$ cat config.mk
export PLATFORM = sky130hd
export DESIGN_NAME = motor_pd_speed_controller_unit
export DESIGN_NICKNAME = d
export VERILOG_FILES = /design/src/sv/pdsc_pkg.sv /design/src/sv/motor_pd_speed_controller_unit.sv /design/src/sv/pdsc_ctrl.sv /design/src/sv/pdsc_datapath.sv
export SDC_FILE = /design/constraint.sdc
export NUM_CORES = 2
export LEC_CHECK = 0
export BUFFER_PORTS_ARGS = -buffer_cell sky130_fd_sc_hd__buf_4
export CAP_MARGIN = 20
export CORE_MARGIN = 2
export CORE_UTILIZATION = 50
export DETAILED_ROUTE_END_ITERATION = 8
export PLACE_DENSITY = 0.74
export SYNTH_ARGS = -nofsm -noshare
export SYNTH_HDL_FRONTEND = slang
export SYNTH_SLANG_ARGS = --single-unit
$ cat constraint.sdc
create_clock -name clk -period 23.7 [get_ports clk]
set_input_delay 4.74 -clock clk [delete_from_list [all_inputs] [get_ports clk]]
set_output_delay 4.74 -clock clk [all_outputs]
set_load 0.05 [all_outputs]
$ cat src/sv/pdsc_pkg.sv
package pdsc_pkg;

	// configuration register indexes
	localparam logic [2:0] REG_KP_GAIN     = 3'd0;
	localparam logic [2:0] REG_KD_GAIN     = 3'd1;
	localparam logic [2:0] REG_PWM_TOP     = 3'd2;
	localparam logic [2:0] REG_DRIVE_FLOOR = 3'd3;
	localparam logic [2:0] REG_BOARD_ID    = 3'd4;

	// reset values
	localparam logic signed [15:0] KP_RESET    = 16'sd384;
	localparam logic signed [15:0] KD_RESET    = 16'sd128;
	localparam logic [14:0]        TOP_RESET   = 15'd255;
	localparam logic signed [15:0] FLOOR_RESET = -16'sd255;
	localparam logic [2:0]         BOARD_RESET = 3'd0;

	// direction codes
	localparam logic [1:0] DIR_STOP  = 2'd0;
	localparam logic [1:0] DIR_AHEAD = 2'd1;
	localparam logic [1:0] DIR_BACK  = 2'd2;

	// board identities with a sign rule
	localparam logic [2:0] BOARD_NEG_RATE  = 3'd1;
	localparam logic [2:0] BOARD_NEG_DRIVE = 3'd3;
	localparam logic [2:0] BOARD_NEG_BOTH  = 3'd5;
	localparam logic [2:0] BOARD_FIRST     = 3'd1;
	localparam logic [2:0] BOARD_LAST      = 3'd6;

	typedef struct packed {
		logic signed [15:0] kp_gain;
		logic signed [15:0] kd_gain;
		logic [14:0]        pwm_top;
		logic signed [15:0] drive_floor;
		logic [2:0]         board_id;
	} cfg_t;

	// controller -> datapath
	typedef struct packed {
		logic load;       // take a word, clamp accumulator, form error terms
		logic mul;        // register x * gain
		logic div_start;  // load divider with |x| << F
		logic div_step;   // one restoring division step
		logic add;        // fold the term into the working accumulator
		logic finish;     // saturate and store accumulator
		logic term;       // 0: proportional, 1: derivative
	} cmd_t;

	// datapath -> controller
	typedef struct packed {
		logic board_ok;
		logic gain_neg;
		logic div_last;
	} sts_t;

	typedef struct packed {
		logic [1:0]         direction;
		logic [14:0]        duty;
		logic signed [15:0] drive_value;
	} res_t;

	typedef enum logic [5:0] {
		ST_IDLE   = 6'b000001,
		ST_START  = 6'b000010,
		ST_DIV    = 6'b000100,
		ST_ADD    = 6'b001000,
		ST_FINISH = 6'b010000,
		ST_EMIT   = 6'b100000
	} state_t;

	function automatic logic board_valid(input logic [2:0] id);
		return (id >= BOARD_FIRST) && (id <= BOARD_LAST);
	endfunction

	function automatic logic board_neg_rate(input logic [2:0] id);
		return (id == BOARD_NEG_RATE) || (id == BOARD_NEG_BOTH);
	endfunction

	function automatic logic board_neg_drive(input logic [2:0] id);
		return (id == BOARD_NEG_DRIVE) || (id == BOARD_NEG_BOTH);
	endfunction

endpackage

$ cat src/sv/motor_pd_speed_controller_unit.sv
// Incremental PD speed controller, one control tick per input word.
// Input stream (s_*): one word = target speed and raw measured rate.
// Output stream (m_*): one word = direction, clamped duty, signed drive.
// Config port: cfg_we/cfg_index/cfg_data, written only while the block is idle
//   by the user (not enforced); index 0 kp, 1 kd, 2 pwm_top, 3 drive floor,
//   4 board_id; others ignored. A word arriving while board_id is not 1..6 is
//   taken and dropped: no result, accumulator and previous error untouched.
// Term steps: a non-negative gain takes a multiply, then an add; a negative
//   gain runs a restoring divider, 1 quotient bit per cycle, then the add.
//   After both terms the accumulator is saturated and stored, the result is
//   loaded into the output register, and the block goes idle to take the next
//   word. One word is worked at a time.
// Output register: a finished word waits there; if m_tready is low when the
//   next result is done, the controller holds it until the register frees.
// Reset (arst_n low): config back to defaults, accumulator and previous error
//   cleared, output register empty.
module motor_pd_speed_controller_unit #(
	parameter int GAIN_FRAC_BITS = 8
) (
	input  logic        clk,
	input  logic        arst_n,
	input  logic        s_tvalid,
	output logic        s_tready,
	input  logic [31:0] s_tdata,   // [15:0] target_speed, [31:16] measured_rate
	output logic        m_tvalid,
	input  logic        m_tready,
	output logic [39:0] m_tdata,   // [1:0] direction, [16:2] duty, [32:17] drive_value
	input  logic        cfg_we,
	input  logic [2:0]  cfg_index,
	input  logic [15:0] cfg_data
);

	pdsc_pkg::cfg_t cfg_q;
	pdsc_pkg::cmd_t cmd;
	pdsc_pkg::sts_t sts;
	pdsc_pkg::res_t res;
	pdsc_pkg::res_t out_q;
	logic           out_valid_q;
	logic           out_free;
	logic           emit;

	// config registers
	always_ff @(posedge clk or negedge arst_n) begin
		if (!arst_n) begin
			cfg_q.kp_gain     <= pdsc_pkg::KP_RESET;
			cfg_q.kd_gain     <= pdsc_pkg::KD_RESET;
			cfg_q.pwm_top     <= pdsc_pkg::TOP_RESET;
			cfg_q.drive_floor <= pdsc_pkg::FLOOR_RESET;
			cfg_q.board_id    <= pdsc_pkg::BOARD_RESET;
		end else if (cfg_we) begin
			unique case (cfg_index)
				pdsc_pkg::REG_KP_GAIN:     cfg_q.kp_gain     <= cfg_data;
				pdsc_pkg::REG_KD_GAIN:     cfg_q.kd_gain     <= cfg_data;
				pdsc_pkg::REG_PWM_TOP:     cfg_q.pwm_top     <= cfg_data[14:0];
				pdsc_pkg::REG_DRIVE_FLOOR: cfg_q.drive_floor <= cfg_data;
				pdsc_pkg::REG_BOARD_ID:    cfg_q.board_id    <= cfg_data[2:0];
				default: ;
			endcase
		end
	end

	// output slot frees when empty or being taken this cycle
	assign out_free = !out_valid_q || m_tready;

	// result is loaded in the emit state (controller leaves it when out_free)
	pdsc_ctrl u_ctrl (
		.clk      (clk),
		.arst_n   (arst_n),
		.in_valid (s_tvalid),
		.out_free (out_free),
		.sts      (sts),
		.in_ready (s_tready),
		.out_load (emit),
		.cmd      (cmd)
	);

	pdsc_datapath #(
		.GAIN_FRAC_BITS (GAIN_FRAC_BITS)
	) u_datapath (
		.clk           (clk),
		.arst_n        (arst_n),
		.cmd           (cmd),
		.cfg           (cfg_q),
		.target_speed  (s_tdata[15:0]),
		.measured_rate (s_tdata[31:16]),
		.sts           (sts),
		.res           (res)
	);

	always_ff @(posedge clk or negedge arst_n) begin
		if (!arst_n) begin
			out_valid_q <= 1'b0;
		end else if (emit) begin
			out_valid_q <= 1'b1;
		end else if (m_tready) begin
			out_valid_q <= 1'b0;
		end
	end

	always_ff @(posedge clk) begin
		if (emit) begin
			out_q <= res;
		end
	end

	assign m_tvalid = out_valid_q;
	assign m_tdata  = {7'd0, out_q.drive_value, out_q.duty, out_q.direction};

`ifndef NO_ASSERTIONS
	a_load_when_free: assert property (@(posedge clk) disable iff (!arst_n)
		emit |-> out_free)
		else $error("result loaded over a waiting word");
	a_drop_stays_idle: assert property (@(posedge clk) disable iff (!arst_n)
		(s_tvalid && s_tready && !sts.board_ok) |=> s_tready)
		else $error("word for disabled board started work");
`endif

endmodule

$ cat src/sv/pdsc_ctrl.sv
module pdsc_ctrl (
	input  logic             clk,
	input  logic             arst_n,
	input  logic             in_valid,
	input  logic             out_free,
	input  pdsc_pkg::sts_t   sts,
	output logic             in_ready,
	output logic             out_load,
	output pdsc_pkg::cmd_t   cmd
);

	pdsc_pkg::state_t state_q, state_d;
	logic term_q, term_d;

	always_ff @(posedge clk or negedge arst_n) begin
		if (!arst_n) begin
			state_q <= pdsc_pkg::ST_IDLE;
			term_q  <= 1'b0;
		end else begin
			state_q <= state_d;
			term_q  <= term_d;
		end
	end

	always_comb begin
		state_d  = state_q;
		term_d   = term_q;
		cmd      = '0;
		cmd.term = term_q;
		in_ready = 1'b0;
		out_load = 1'b0;
		unique case (state_q)
			pdsc_pkg::ST_IDLE: begin
				in_ready = 1'b1;
				// words for a disabled board are taken and dropped
				if (in_valid && sts.board_ok) begin
					cmd.load = 1'b1;
					term_d   = 1'b0;
					state_d  = pdsc_pkg::ST_START;
				end
			end
			pdsc_pkg::ST_START: begin
				if (sts.gain_neg) begin
					cmd.div_start = 1'b1;
					state_d       = pdsc_pkg::ST_DIV;
				end else begin
					cmd.mul = 1'b1;
					state_d = pdsc_pkg::ST_ADD;
				end
			end
			pdsc_pkg::ST_DIV: begin
				cmd.div_step = 1'b1;
				if (sts.div_last) begin
					state_d = pdsc_pkg::ST_ADD;
				end
			end
			pdsc_pkg::ST_ADD: begin
				cmd.add = 1'b1;
				if (term_q) begin
					state_d = pdsc_pkg::ST_FINISH;
				end else begin
					term_d  = 1'b1;
					state_d = pdsc_pkg::ST_START;
				end
			end
			pdsc_pkg::ST_FINISH: begin
				cmd.finish = 1'b1;
				state_d    = pdsc_pkg::ST_EMIT;
			end
			pdsc_pkg::ST_EMIT: begin
				if (out_free) begin
					out_load = 1'b1;
					state_d  = pdsc_pkg::ST_IDLE;
				end
			end
			default: begin
				state_d = pdsc_pkg::ST_IDLE;
			end
		endcase
	end

`ifndef NO_ASSERTIONS
	a_div_needs_neg_gain: assert property (@(posedge clk) disable iff (!arst_n)
		(state_q == pdsc_pkg::ST_DIV) |-> sts.gain_neg)
		else $error("divider running for a non-negative gain");
`endif

endmodule

$ cat src/sv/pdsc_datapath.sv
module pdsc_datapath #(
	parameter int GAIN_FRAC_BITS = 8
) (
	input  logic                  clk,
	input  logic                  arst_n,
	input  pdsc_pkg::cmd_t        cmd,
	input  pdsc_pkg::cfg_t        cfg,
	input  logic signed [15:0]    target_speed,
	input  logic signed [15:0]    measured_rate,
	output pdsc_pkg::sts_t        sts,
	output pdsc_pkg::res_t        res
);

	localparam int F   = GAIN_FRAC_BITS;
	localparam int PW  = 35;                       // 19 x 16 product
	localparam int NW  = 19 + F;                   // divider numerator |x| << F
	localparam int QW  = (NW > PW) ? NW : PW;
	localparam int AW  = QW + 2;                   // working accumulator
	localparam int CW  = $clog2(NW);
	localparam int RW  = 17;                       // divider remainder
	localparam logic [CW-1:0] CNT_LAST = CW'(NW - 1);
	localparam logic signed [AW-1:0] SAT_HI = AW'(32767);
	localparam logic signed [AW-1:0] SAT_LO = -SAT_HI - AW'(1);

	// state
	logic signed [15:0]    acc_q;
	logic signed [17:0]    perr_q;
	// working registers
	logic signed [AW-1:0]  work_q;
	logic signed [17:0]    e_q;
	logic signed [18:0]    d_q;
	logic signed [PW-1:0]  prod_q;
	logic [NW-1:0]         quo_q;
	logic [RW-1:0]         rem_q;
	logic [CW-1:0]         cnt_q;
	logic                  xneg_q;

	logic signed [16:0]    rate_eff, acc_ext, top_s, clamp_v;
	logic signed [17:0]    e_new;
	logic signed [18:0]    d_new, x_sel;
	logic [18:0]           x_abs;
	logic signed [15:0]    gain_sel;
	logic signed [16:0]    gain_neg17;
	logic [16:0]           mag;
	logic [RW:0]           trial;
	logic                  ge;
	logic signed [PW-1:0]  prod_sh;
	logic signed [AW-1:0]  q_term, q_mag, sum, work_add;
	logic                  rnz;
	logic signed [15:0]    sat_v;

	// entry: sign rule, error terms, clamp of stored accumulator
	always_comb begin
		rate_eff = pdsc_pkg::board_neg_rate(cfg.board_id) ?
			-{measured_rate[15], measured_rate} : {measured_rate[15], measured_rate};
		e_new   = {{2{target_speed[15]}}, target_speed} - {rate_eff[16], rate_eff};
		d_new   = {e_new[17], e_new} - {perr_q[17], perr_q};
		acc_ext = {acc_q[15], acc_q};
		top_s   = {2'b00, cfg.pwm_top};
		if ((acc_ext < top_s) && (acc_ext > -top_s)) begin
			clamp_v = acc_ext;
		end else if (acc_ext < 0) begin
			clamp_v = -top_s;
		end else begin
			clamp_v = top_s;
		end
	end

	// term operands
	always_comb begin
		x_sel      = cmd.term ? d_q : {e_q[17], e_q};
		x_abs      = x_sel[18] ? 19'(-x_sel) : 19'(x_sel);
		gain_sel   = cmd.term ? cfg.kd_gain : cfg.kp_gain;
		gain_neg17 = -{gain_sel[15], gain_sel};
		mag        = gain_neg17;
		trial      = {rem_q, quo_q[NW-1]};
		ge         = trial >= {1'b0, mag};
	end

	// fold one term: trunc(work + N/D) from the floored quotient or shifted product and a remainder flag; saturate work
	always_comb begin
		prod_sh = prod_q >>> F;
		q_mag   = {{(AW-NW){1'b0}}, quo_q};
		if (gain_sel[15]) begin
			rnz    = |rem_q;
			q_term = xneg_q ? (-q_mag - AW'(rnz)) : q_mag;
		end else begin
			rnz    = |prod_q[F-1:0];
			q_term = {{(AW-PW){prod_sh[PW-1]}}, prod_sh};
		end
		sum      = work_q + q_term;
		work_add = ((sum < 0) && rnz) ? sum + AW'(1) : sum;
		if (work_q > SAT_HI) begin
			sat_v = 16'sh7fff;
		end else if (work_q < SAT_LO) begin
			sat_v = 16'sh8000;
		end else begin
			sat_v = work_q[15:0];
		end
	end

	always_ff @(posedge clk or negedge arst_n) begin
		if (!arst_n) begin
			acc_q  <= '0;
			perr_q <= '0;
		end else begin
			if (cmd.load) begin
				perr_q <= e_new;
			end
			if (cmd.finish) begin
				acc_q <= sat_v;
			end
		end
	end

	always_ff @(posedge clk) begin
		if (cmd.load) begin
			work_q <= {{(AW-17){clamp_v[16]}}, clamp_v};
			e_q    <= e_new;
			d_q    <= d_new;
		end else if (cmd.add) begin
			work_q <= work_add;
		end
		if (cmd.mul) begin
			prod_q <= x_sel * gain_sel;
		end
		if (cmd.div_start) begin
			quo_q  <= {x_abs, {F{1'b0}}};
			rem_q  <= '0;
			cnt_q  <= CNT_LAST;
			xneg_q <= x_sel[18];
		end else if (cmd.div_step) begin
			rem_q <= ge ? RW'(trial - {1'b0, mag}) : RW'(trial);
			quo_q <= {quo_q[NW-2:0], ge};
			cnt_q <= cnt_q - CW'(1);
		end
	end

	assign sts.board_ok = pdsc_pkg::board_valid(cfg.board_id);
	assign sts.gain_neg = gain_sel[15];
	assign sts.div_last = (cnt_q == '0);

	// result from stored accumulator
	logic signed [16:0] drv17, duty17;
	logic signed [15:0] drive, clamped;

	always_comb begin
		drv17   = pdsc_pkg::board_neg_drive(cfg.board_id) ? -acc_ext : acc_ext;
		drive   = (drv17 > 17'sd32767) ? 16'sh7fff : drv17[15:0];
		clamped = drive;
		duty17  = '0;
		res.drive_value = drive;
		if (drive < 0) begin
			clamped = (drive < cfg.drive_floor) ? cfg.drive_floor : drive;
			duty17  = -{clamped[15], clamped};
			res.direction = pdsc_pkg::DIR_BACK;
			if (duty17 < 0) begin
				res.duty = '0;
			end else if (duty17 > 17'sd32767) begin
				res.duty = 15'h7fff;
			end else begin
				res.duty = duty17[14:0];
			end
		end else if (drive > 0) begin
			res.direction = pdsc_pkg::DIR_AHEAD;
			res.duty = ({1'b0, drive[14:0]} > {1'b0, cfg.pwm_top}) ? cfg.pwm_top : drive[14:0];
		end else begin
			res.direction = pdsc_pkg::DIR_STOP;
			res.duty      = '0;
		end
	end

`ifndef NO_ASSERTIONS
	a_clamp_in_range: assert property (@(posedge clk) disable iff (!arst_n)
		cmd.load |=> (work_q <= $signed({{(AW-15){1'b0}}, cfg.pwm_top}))
			&& (work_q >= -$signed({{(AW-15){1'b0}}, cfg.pwm_top})))
		else $error("clamped accumulator outside pwm_top");
`endif

endmodule

==> results by group <==
Finish
  – Share of cells above drive strength 1: ~10%
  – N_diodes: 0
  – Layout Nets: ~4500
  – Area grow syn2layout: 8.25%
  – Filler Cell Count: between 6000 and 7000

Yosys
  – Synth warn: 0
  – Post-synth EDFFs: between 150 and 200
  – Post-Syn Instances: about 3800
  – Synth cell count leaders: 472 x inv_1, 442 x nand2_1, 334 x nor2_1
  – Async S/R FF share, synth: 36.0%
  – Seq/Total Area, Yosys: a little under a quarter
  – Synthesized area: around 34000 sq um
  – Avg Cell Area, Syn: roughly 9 sq um
  – Synth cell types: ~110
  – Most used DFF post-synth: edfxtp_1
  – Most frequent cell after synthesis: inv_1
  – Share of Yosys cell area claimed by the top area cell type: 17.9%
  – Area contributors post-synth: fa_1 18%, edfxtp_1 14%, ha_1 10%
  – Cell taking the most area after synthesis: fa_1
  – Yosys reg bits: 300

Critical path
  – Crit end category: flip-flop
  – Crit Path Class: in -> reg
  – Startpoint Class: input pin
  – Critical Path AT: roughly 9.3 ns
  – Critical path fanouts, max: 5
  – Worst path required time: 24.01 ns

Run
  – Maxcap violations: 0

Timing
  – Pins Over Slew Limit: 0
  – Min cycle time layout: ~9 ns
  – RSZ-0062 raised after global routing: false
  – TNS Setup: 0 ns
  – Slew @ Worst Pin: approximately 1.3 ns
  – Hold Slack: a little under 0.5 ns
  – Endpoints failing hold: 0
  – Slew HR: 13.7%
  – Final setup violation count: 0
  – Fmax: between 100 and 150 MHz
  – Final Cycle Share: 37.9%
  – Final setup skew: 0.0348 ns

Floorplanning
  – FP Rows: 96
  – DIE HEIGHT: roughly 270 um
  – Initial core utilization: between 50% and 60%
  – Die Area: ~70000 sq um
  – I/O pins: a little under 100
  – Core area: 68500 sq um
  – Chip width: ~270 um

Route
  – DR iter-0 viols: approximately 2300
  – Vias/cell: 5.85
  – Drt wl/cell: roughly 19 um
  – ANT nets after route: 0
  – Final wirelength: 91700 um
  – First drt pass iteration count: 5
  – Remaining DRCs: 0
  – Vias: around 28000

GRT
  – Initial antenna violation count: 2
  – Total gr overflow: 0
  – Gr usage total: about a quarter
  – Vias in the first global route: between 20000 and 30000
  – First-pass GRT wire length: 150000 um
  – Largest net degree at the start of global routing: 69

Clock tree
  – Postcts setup bufs: 0
  – CTS max path bufs: 3
  – Worst-path clk slew: ~0.060 ns
  – Post-cts sizing count: 0
  – CTS buffer count: 36
  – Cts hold-fix bufs: 0
  – Worst-Skew Late Latency: around 0.57 ns
  – CTS sink cnt: 300
  – Root buf cell: clkbuf_16
  – CTS tree: yes
  – Htree depth: 2

Placement
  – GPL Wtd Cong: roughly 0.95
  – Port bufs: 90
  – DP HPWL: around 70000 um

Status
  – Outcome: finished, final reports clean

Min path
  – Worst min-delay path category: reg -> reg
kinds of logic after synthesis:
| group | share of synthesized area, % |
|---|---|
| other | 0.0109 |
| AOI/OAI and AO/OA | 13.2 |
| and+or+nand+nor | 16.2 |
| muxes | 5.53 |
| adders and majority gates | 28.0 |
| DFF | 23.8 |
| xor gates and xnor gates | 6.36 |
| buffers and inverters | 6.96 |
worst paths after layout:
path	cells after the start	slack, ns	start	to
max	21	14.72	s_tdata[16]	u_datapath.d_q[17]$_DFFE_PP_
min in group asynchronous	1	4.17	arst_n	u_datapath.perr_q[17]$_DFFE_PN0P_
max in group asynchronous	2	18.17	arst_n	cfg_q[0]$_DFFE_PN0P_
min reg2reg	2	0.48	u_datapath.perr_q[1]$_DFFE_PN0P_	u_datapath.perr_q[1]$_DFFE_PN0P_
min	2	0.48	u_datapath.perr_q[1]$_DFFE_PN0P_	u_datapath.perr_q[1]$_DFFE_PN0P_
max reg2reg	20	14.77	u_ctrl.term_q$_DFFE_PN0P_	u_datapath.prod_q[34]$_DFFE_PP_
per-stage QoR:
stage	area [sq um]	cells	setup slack, ns	utilization (%)
finish	37300	4775	14.72	54.5
global route	37300	4775	14.35	54.5
CTS	37300	4772	14.76	54.5
detailed placement	36000	4706	14.19	52.6
global placement	36000	4706	14.32	52.6
floorplan	34500	3840	15.11	-
layer usage:
| metal | routed length, um | track usage (%) | vias up |
|---|---|---|---|
| met5 | 15 | 0 | - |
| met4 | 3500 | 9.57 | 2 |
| met3 | 6560 | 4.66 | 180 |
| met2 | 42000 | 42.4 | 938 |
| met1 | 39600 | 35.9 | 13700 |
| li1 | - | - | 13100 |
state kept, by name (all words and copies together), names as in the netlist:
register,cells
cfg_q,66
u_datapath.work_q,37
u_datapath.prod_q,35
m_tdata,33
u_datapath.quo_q,27
u_datapath.d_q,19
u_datapath.e_q,18
u_datapath.perr_q,18
u_datapath.rem_q,17
u_datapath.acc_q,16
u_ctrl.state_q,6
u_datapath.cnt_q,5
m_tvalid,1
u_ctrl.term_q,1
u_datapath.xneg_q,1
critical path, cell delays in order:
cell and delay, ns:
buf_4 0.10, inv_1 0.05, ha_1 0.28, a21o_1 0.20, fa_1 0.44, nor2b_1 0.12, o21ai_0 0.10, a21boi_0 0.27
o21ai_0 0.16, a21boi_0 0.37, o21a_1 0.16, nor2_1 0.05, xnor2_1 0.25, ha_1 0.35, and3_1 0.20, a21oi_1 0.12
o21ai_0 0.16, o41ai_1 0.45, o21ai_0 0.20, o41ai_1 0.39, xnor2_1 0.12
cell type report:
cell class                 count  area, sq um  area share, %
multi-input combinational   2916        24000           64.2
sequential                   300         8200           22.0
inverter                     477         1790           4.80
timing repair buffer         134         1020           2.72
tap                          882         1100           2.96
clock inverter                22          265          0.710
clock buffer                  44          993           2.66
cell usage in the layout (no fill, tap or decap), drive strengths merged, types with 24 or more instances in the layout:
cell type,n
nor4,50
buf,134
o22ai,24
nor3,66
nor2,335
a21o,66
fa,308
xnor2,178
nand3,88
dfxtp,30
edfxtp,162
o21a,33
nand4,32
ha,278
mux2i,78
clkbuf,44
nor2b,26
or3,24
xor2,69
dfrtp,87
nand2b,28
inv,479
o21ai,215
a21oi,164
mux2,100
nand2,442
Power is not shown: default switching activity piles up to over one toggle a cycle in this logic, so the estimate is an artifact.
